[src/hw/rtl/dsem_pkg.sv]
// Package for the depth scanline edge mask.
// Holds the configuration register indexes, their widths and reset values, and the config struct.
// No dependencies.
package dsem_pkg;

    localparam int COUNT_BITS     = 10;
    localparam int THRESH_BITS    = 16;
    localparam int CFG_DATA_BITS  = 16;
    localparam int CFG_INDEX_BITS = 2;

    localparam logic [CFG_INDEX_BITS-1:0] CFG_MODE            = 2'd0;
    localparam logic [CFG_INDEX_BITS-1:0] CFG_RUN_LENGTH      = 2'd1;
    localparam logic [CFG_INDEX_BITS-1:0] CFG_EDGE_THRESHOLD  = 2'd2;
    localparam logic [CFG_INDEX_BITS-1:0] CFG_EMPTY_THRESHOLD = 2'd3;

    localparam logic                   MODE_EDGE  = 1'b0;
    localparam logic                   MODE_BEVEL = 1'b1;

    localparam logic [COUNT_BITS-1:0]  RUN_LENGTH_RESET      = 10'd8;
    localparam logic [THRESH_BITS-1:0] EDGE_THRESHOLD_RESET  = 16'd100;
    localparam logic [THRESH_BITS-1:0] EMPTY_THRESHOLD_RESET = 16'd1;

    typedef struct packed {
        logic                   mode;
        logic [COUNT_BITS-1:0]  run_length;
        logic [THRESH_BITS-1:0] edge_threshold;
        logic [THRESH_BITS-1:0] empty_threshold;
    } cfg_t;

endpackage

[src/hw/rtl/dsem_cfg_regs.sv]
// Configuration register file of the depth scanline edge mask.
// Depends on dsem_pkg for the register indexes, widths and reset values.
module dsem_cfg_regs (
    input  logic                                  clk,
    input  logic                                  rst_n,
    input  logic                                  cfg_we,
    input  logic [dsem_pkg::CFG_INDEX_BITS-1:0]   cfg_index,
    input  logic [dsem_pkg::CFG_DATA_BITS-1:0]    cfg_data,
    output dsem_pkg::cfg_t                        cfg
);
    import dsem_pkg::*;

    cfg_t cfg_reg;
    cfg_t cfg_next;

    always_comb
    begin
        cfg_next = cfg_reg;
        if (cfg_we)
        begin
            unique case (cfg_index)
                CFG_MODE:            cfg_next.mode            = cfg_data[0];
                CFG_RUN_LENGTH:      cfg_next.run_length      = cfg_data[COUNT_BITS-1:0];
                CFG_EDGE_THRESHOLD:  cfg_next.edge_threshold  = cfg_data[THRESH_BITS-1:0];
                CFG_EMPTY_THRESHOLD: cfg_next.empty_threshold = cfg_data[THRESH_BITS-1:0];
            endcase
        end
    end

    always_ff @(posedge clk or negedge rst_n)
    begin
        if (!rst_n)
        begin
            cfg_reg.mode            <= MODE_EDGE;
            cfg_reg.run_length      <= RUN_LENGTH_RESET;
            cfg_reg.edge_threshold  <= EDGE_THRESHOLD_RESET;
            cfg_reg.empty_threshold <= EMPTY_THRESHOLD_RESET;
        end
        else
        begin
            cfg_reg <= cfg_next;
        end
    end

    assign cfg = cfg_reg;

endmodule

[src/hw/rtl/dsem_mask_core.sv]
// Mask decision and scan state (previous depth and countdown) of the depth scanline edge mask.
// Depends on dsem_pkg for the config struct and widths.
module dsem_mask_core #(
    parameter int DEPTH_BITS = 16
) (
    input  logic                  clk,
    input  logic                  rst_n,
    input  dsem_pkg::cfg_t        cfg,
    input  logic                  fire,
    input  logic [DEPTH_BITS-1:0] depth,
    input  logic                  start,
    output logic                  mask
);
    import dsem_pkg::*;

    localparam int CMP_BITS = (DEPTH_BITS > THRESH_BITS) ? DEPTH_BITS : THRESH_BITS;

    logic [DEPTH_BITS-1:0] prev_depth_reg;
    logic [DEPTH_BITS-1:0] prev_depth_next;
    logic [COUNT_BITS-1:0] countdown_reg;
    logic [COUNT_BITS-1:0] countdown_next;

    logic [DEPTH_BITS-1:0] prev_eff;
    logic [COUNT_BITS-1:0] count_eff;
    logic [DEPTH_BITS-1:0] diff;
    logic                  edge_hit;
    logic                  empty_hit;
    logic                  trigger;

    always_comb
    begin
        prev_eff  = start ? '0 : prev_depth_reg;
        count_eff = start ? '0 : countdown_reg;
        diff      = (depth > prev_eff) ? (depth - prev_eff) : (prev_eff - depth);
        edge_hit  = (depth != '0) && (prev_eff != '0)
                    && (CMP_BITS'(diff) > CMP_BITS'(cfg.edge_threshold));
        empty_hit = CMP_BITS'(depth) < CMP_BITS'(cfg.empty_threshold);
        trigger   = (cfg.mode == MODE_BEVEL) ? empty_hit : edge_hit;
        mask      = (count_eff != '0);

        if (count_eff != '0)
        begin
            countdown_next = count_eff - COUNT_BITS'(1);
        end
        else if (trigger)
        begin
            countdown_next = cfg.run_length;
        end
        else
        begin
            countdown_next = '0;
        end
        prev_depth_next = depth;
    end

    always_ff @(posedge clk or negedge rst_n)
    begin
        if (!rst_n)
        begin
            prev_depth_reg <= '0;
            countdown_reg  <= '0;
        end
        else if (fire)
        begin
            prev_depth_reg <= prev_depth_next;
            countdown_reg  <= countdown_next;
        end
    end

    a_start_clears: assert property (@(posedge clk) disable iff (!rst_n)
        (fire && start) |=> (countdown_reg == '0 || countdown_reg == $past(cfg.run_length)))
        else $error("countdown after a line start is neither zero nor the run length");

    a_count_decrements: assert property (@(posedge clk) disable iff (!rst_n)
        (fire && !start && countdown_reg != '0)
        |=> (countdown_reg == $past(countdown_reg) - COUNT_BITS'(1)))
        else $error("running countdown did not decrement by one");

    a_empty_loads: assert property (@(posedge clk) disable iff (!rst_n)
        (fire && !start && countdown_reg == '0 && cfg.mode == MODE_BEVEL
         && CMP_BITS'(depth) < CMP_BITS'(cfg.empty_threshold))
        |=> (countdown_reg == $past(cfg.run_length)))
        else $error("empty sample in bevel mode did not load the run length");

endmodule

[src/hw/rtl/depth_scanline_edge_mask.sv]
// Depth scanline edge mask: flags samples after depth jumps or empty samples along a scan line.
// An accepted sample is registered in stage 1, then its mask result in the output register.
// Throughput: one sample per cycle unless out_ready stalls; countdown and previous depth update per sample.
// Reset (asynchronous, active low) empties both pipeline registers, clears the scan state and
// loads the configuration defaults: edge mode, run length 8, edge threshold 100, empty threshold 1.
// Depends on dsem_pkg, dsem_cfg_regs and dsem_mask_core.
module depth_scanline_edge_mask #(
    parameter int DEPTH_BITS = 16
) (
    input  logic                                 clk,
    input  logic                                 rst_n,
    input  logic                                 cfg_we,
    input  logic [dsem_pkg::CFG_INDEX_BITS-1:0]  cfg_index,
    input  logic [dsem_pkg::CFG_DATA_BITS-1:0]   cfg_data,
    input  logic                                 in_valid,
    output logic                                 in_ready,
    input  logic [DEPTH_BITS-1:0]                depth_sample,
    input  logic                                 line_start,
    output logic                                 out_valid,
    input  logic                                 out_ready,
    output logic                                 masked
);
    import dsem_pkg::*;

    cfg_t                  cfg;
    logic                  s1_valid_reg;
    logic                  s1_valid_next;
    logic [DEPTH_BITS-1:0] s1_depth_reg;
    logic                  s1_start_reg;
    logic                  out_valid_reg;
    logic                  out_valid_next;
    logic                  masked_reg;
    logic                  mask;
    logic                  advance;
    logic                  in_fire;

    dsem_cfg_regs u_cfg_regs (
        .clk       (clk),
        .rst_n     (rst_n),
        .cfg_we    (cfg_we),
        .cfg_index (cfg_index),
        .cfg_data  (cfg_data),
        .cfg       (cfg)
    );

    dsem_mask_core #(
        .DEPTH_BITS (DEPTH_BITS)
    ) u_mask_core (
        .clk   (clk),
        .rst_n (rst_n),
        .cfg   (cfg),
        .fire  (advance),
        .depth (s1_depth_reg),
        .start (s1_start_reg),
        .mask  (mask)
    );

    always_comb
    begin
        advance  = s1_valid_reg && (!out_valid_reg || out_ready);
        in_ready = !s1_valid_reg || advance;
        in_fire  = in_valid && in_ready;

        s1_valid_next = in_fire || (s1_valid_reg && !advance);

        if (advance)
        begin
            out_valid_next = 1'b1;
        end
        else if (out_ready)
        begin
            out_valid_next = 1'b0;
        end
        else
        begin
            out_valid_next = out_valid_reg;
        end
    end

    always_ff @(posedge clk or negedge rst_n)
    begin
        if (!rst_n)
        begin
            s1_valid_reg  <= 1'b0;
            out_valid_reg <= 1'b0;
        end
        else
        begin
            s1_valid_reg  <= s1_valid_next;
            out_valid_reg <= out_valid_next;
        end
    end

    always_ff @(posedge clk)
    begin
        if (in_fire)
        begin
            s1_depth_reg <= depth_sample;
            s1_start_reg <= line_start;
        end
        if (advance)
        begin
            masked_reg <= mask;
        end
    end

    assign out_valid = out_valid_reg;
    assign masked    = masked_reg;

endmodule
[config.mk]
export PLATFORM = sky130hd
export DESIGN_NAME = depth_scanline_edge_mask
export DESIGN_NICKNAME = d
export VERILOG_FILES = /design/src/hw/rtl/dsem_pkg.sv /design/src/hw/rtl/dsem_cfg_regs.sv /design/src/hw/rtl/dsem_mask_core.sv /design/src/hw/rtl/depth_scanline_edge_mask.sv
export SDC_FILE = /design/constraint.sdc
export NUM_CORES = 1
export LEC_CHECK = 0
export BUFFER_PORTS_ARGS = -buffer_cell sky130_fd_sc_hd__buf_2
export CORE_ASPECT_RATIO = 2
export CORE_UTILIZATION = 30
export CTS_CLUSTER_SIZE = 16
export DETAILED_ROUTE_END_ITERATION = 6
export PLACE_DENSITY = 0.52
export SYNTH_ARGS = -nofsm -noshare
export SYNTH_HDL_FRONTEND = slang
export SYNTH_SLANG_ARGS = --single-unit
[constraint.sdc]
create_clock -name clk -period 8.7 [get_ports clk]
set_input_delay 1.305 -clock clk [delete_from_list [all_inputs] [get_ports clk]]
set_output_delay 1.305 -clock clk [all_outputs]
set_load 0.01 [all_outputs]
==> results.txt <==
status: completed
reg2reg end: u_mask_core.countdown_reg[9]
Pleak: 3.143 nW
asr flop ratio synth: 79.78%
Final Cycle Share: 62.06%
Syn. warnings: 0
mux contribution to synthesized area: 9.380%
dpl cell area: 6390 um2
n_diodes: 0
IO Pins: 43
Final setup viols: 0
min-delay worst type: flip-flop to flip-flop
RSZ-0062 raised after global routing: no
Final Non-Filler Cells: 911
area share of xor/xnor cells in the synthesized design: 2.213%
worst setup path end: u_mask_core.countdown_reg[9]
die height: 200.9 um
Reg2Reg Setup Slack: 3.30 ns
average size of a mapped cell: 9.636 um2
Die X: 101.5 um
combinational family with the most area after synthesis: compound AO/OA/AOI/OAI gates
post-synth top area share: 27.82%
final setup margin: 3.301 ns
Skew-Pair Late Insertion Delay: 0.34 ns
vias in the first global route: 4,969
Core Region: 19,370 um2
cts hold-fix bufs: 0
Post-Syn Area: 5936 um2
DRC: 0
CP max FO: 21
Post-synth EDFFs: 18
RR Startpoint: s1_start_reg
final number of hold-violating endpoints: 0
CTS root buf: clkbuf_16
dpl hpwl: 13.53 mm
Post-synth top flop: dfrtp_1
Die ar.: 20,390 um2
Worst Skew: 0.009433 ns
overflow left after global routing: 0
Routed Antenna Nets: 0
starting density of the core: 30.65%
post-cts sizing count: 0
Fmax: 185.2 MHz
post-placement cell count: 895
Slew Limit Fails: 0
clock sinks: 89
Area growth syn-to-layout: 12.33%
Synth Area in Adders: 13.95%
Total Power: 1.477 mW
Pre-antenna DRT Iters: 5
dominant cells by area after synthesis: dfrtp_1, ha_1, edfxtp_1
Worst R2R Path Depth: 18
Clock Path Buffers: 2
power density over the cells: 221.5 nW/um2
Final Core Density: 34.43%
Vias/cell: 5.178
Buffers on Ports: 42
worst-margin pin slew: 1.027 ns
CTS tree: built
Hold Worst Slack: 0.4972 ns
DRT iter0 DRCs: 179
CP arrival: 5.63 ns
Final Cell Area: 6668 um2
Cell variety after synth: 57
worst vdd ir: 109.7 uV
Reg clk slew, reported paths: 0.07 ns
WL final: 17.03 mm
sequential cell area fraction in the yosys report: 39.14%
largest net degree at the start of global routing: 72
Nets: 752
worst setup path class: flip-flop to flip-flop
cells after synthesis: 616
Compound-Gate Fraction of Synth Area: 16.48%
GR Util All Layers: 17.68%
CP Launch Type: flip-flop
critical path required time: 8.93 ns
H-tree depth: 3
Post-Synth Simple-Gate Area: 13.01%
first-pass GRT wire length: 26.81 mm
Net Count, Synth: 721
Crit. End Element: flip-flop
row count: 72
WL per Instance: 18.69 um
setup bufs post-CTS: 0
vias after detailed routing: 4,717
number of flip-flops in the largest register: 43
CTS Buf Count: 9
layout cells sized above 1: 17.79%
Tmin final: 5.399 ns
leading area contributor after synthesis: dfrtp_1
Setup WS pre-CTS: 3.393 ns
CP startpoint: s1_start_reg
FF+latch count, synth: 89
Max-Cap Viols: 0
TNS Setup: 0 ns
max_slew headroom: 31.52%
global placement routability congestion: 0.9031
initial antenna violation count: 0
==> cell usage after synthesis (4+ instances only) <==
cell type,count
o21ai_1,4
inv_1,65
nor2_1,23
nand2b_1,6
mux2i_1,5
dfstp_2,5
mux2_2,45
nand3b_1,4
clkbuf_1,17
nor4_1,10
xor2_1,8
a211oi_1,5
nor2b_1,8
o21bai_1,7
a21oi_1,36
dfrtp_1,66
xnor2_1,7
edfxtp_1,18
a221o_1,5
nand4_1,12
o21a_1,6
ha_1,63
nand2_1,64
o21ai_0,36
a21o_1,22
buf_2,6
nor3_1,6
nand3_1,9
o211ai_1,6
a31oi_1,6
==> layout by cell type, fill, tap and decap left out, types with 3 or more instances in the layout <==
| master | instances |
|---|---|
| nor3_1 | 6 |
| ha_1 | 63 |
| a21oi_1 | 36 |
| a211oi_1 | 5 |
| o21bai_1 | 7 |
| o21ai_1 | 4 |
| mux2_2 | 45 |
| mux2i_1 | 5 |
| buf_2 | 41 |
| nand2b_1 | 6 |
| o21a_1 | 6 |
| nand3_1 | 9 |
| o21ai_0 | 36 |
| dfrtp_1 | 66 |
| xor2_1 | 8 |
| a221o_1 | 5 |
| o31ai_1 | 3 |
| nor4_1 | 10 |
| nand2_1 | 64 |
| a21o_1 | 22 |
| nor2_1 | 23 |
| nor2b_1 | 8 |
| a221oi_1 | 3 |
| nand3b_1 | 4 |
| o211ai_1 | 6 |
| clkbuf_16 | 9 |
| xnor2_1 | 7 |
| edfxtp_1 | 18 |
| buf_4 | 3 |
| dfstp_2 | 5 |
| nand4_1 | 12 |
| inv_1 | 65 |
| o2bb2ai_1 | 3 |
| a31oi_1 | 6 |
==> critical path, stage by stage, from the launching register on <==
cell and delay (ns):
edfxtp_1 0.59, inv_1 0.62, nand2_1 0.17, inv_1 0.10, ha_1 0.30, a21oi_1 0.39, a211oi_1 0.17, o21a_1 0.21
o21ai_1 0.12, buf_4 0.29, mux2_2 0.39, ha_1 0.29, nor2b_1 0.14, o211ai_1 0.38, a2111oi_0 0.20, a211oi_1 0.23
o22a_2 0.26, nor2_8 0.06, a221o_1 0.36
==> how the worst min path moves through the flow <==
stage / from / end / cells after the start
3_3_place_gp: u_cfg_regs.cfg[32] / u_mask_core.countdown_reg[0] / 1
5_1_grt: u_cfg_regs.cfg[1] / u_cfg_regs.cfg[1] / 1
4_1_cts: u_cfg_regs.cfg[32] / u_mask_core.countdown_reg[0] / 1
3_5_place_dp: s1_valid_reg / out_valid / 1
6_report: u_cfg_regs.cfg[32] / u_mask_core.countdown_reg[0] / 1
2_1_floorplan: u_cfg_regs.cfg[32] / u_mask_core.countdown_reg[0] / 1
==> routing by layer <==
layer	up-vias	wire length [um]	global-route usage (%)
met5	-	0	0
met3	33	273	1.219
met4	0	701	9.576
li1	2251	-	-
met1	2334	6159	17.62
met2	99	9892	34.72
==> cells by family after synthesis <==
logic type / after synthesis
adders and majority gates: 65
xor gates and xnor gates: 15
DFF: 89
AOI/OAI and AO/OA: 152
muxes: 50
and+or+nand+nor: 155
buffers and inverters: 90
==> cell type report <==
cell class / count / area, um2
inverter: 66 / 247.7
clock inverter: 7 / 52.55
clock buffer: 9 / 225.2
timing repair buffer: 44 / 227.7
tap: 259 / 324.1
multi-input combinational: 437 / 3267
sequential: 89 / 2323
fill: 2019 / 12700
==> power by group <==
part / internal [mW] / switching, mW / total [mW]
combinational: 0.226 / 0.302 / 0.527
sequential: 0.510 / 0.0709 / 0.581
clock: 0.196 / 0.173 / 0.369
Power figures use the tool's default switching activity.
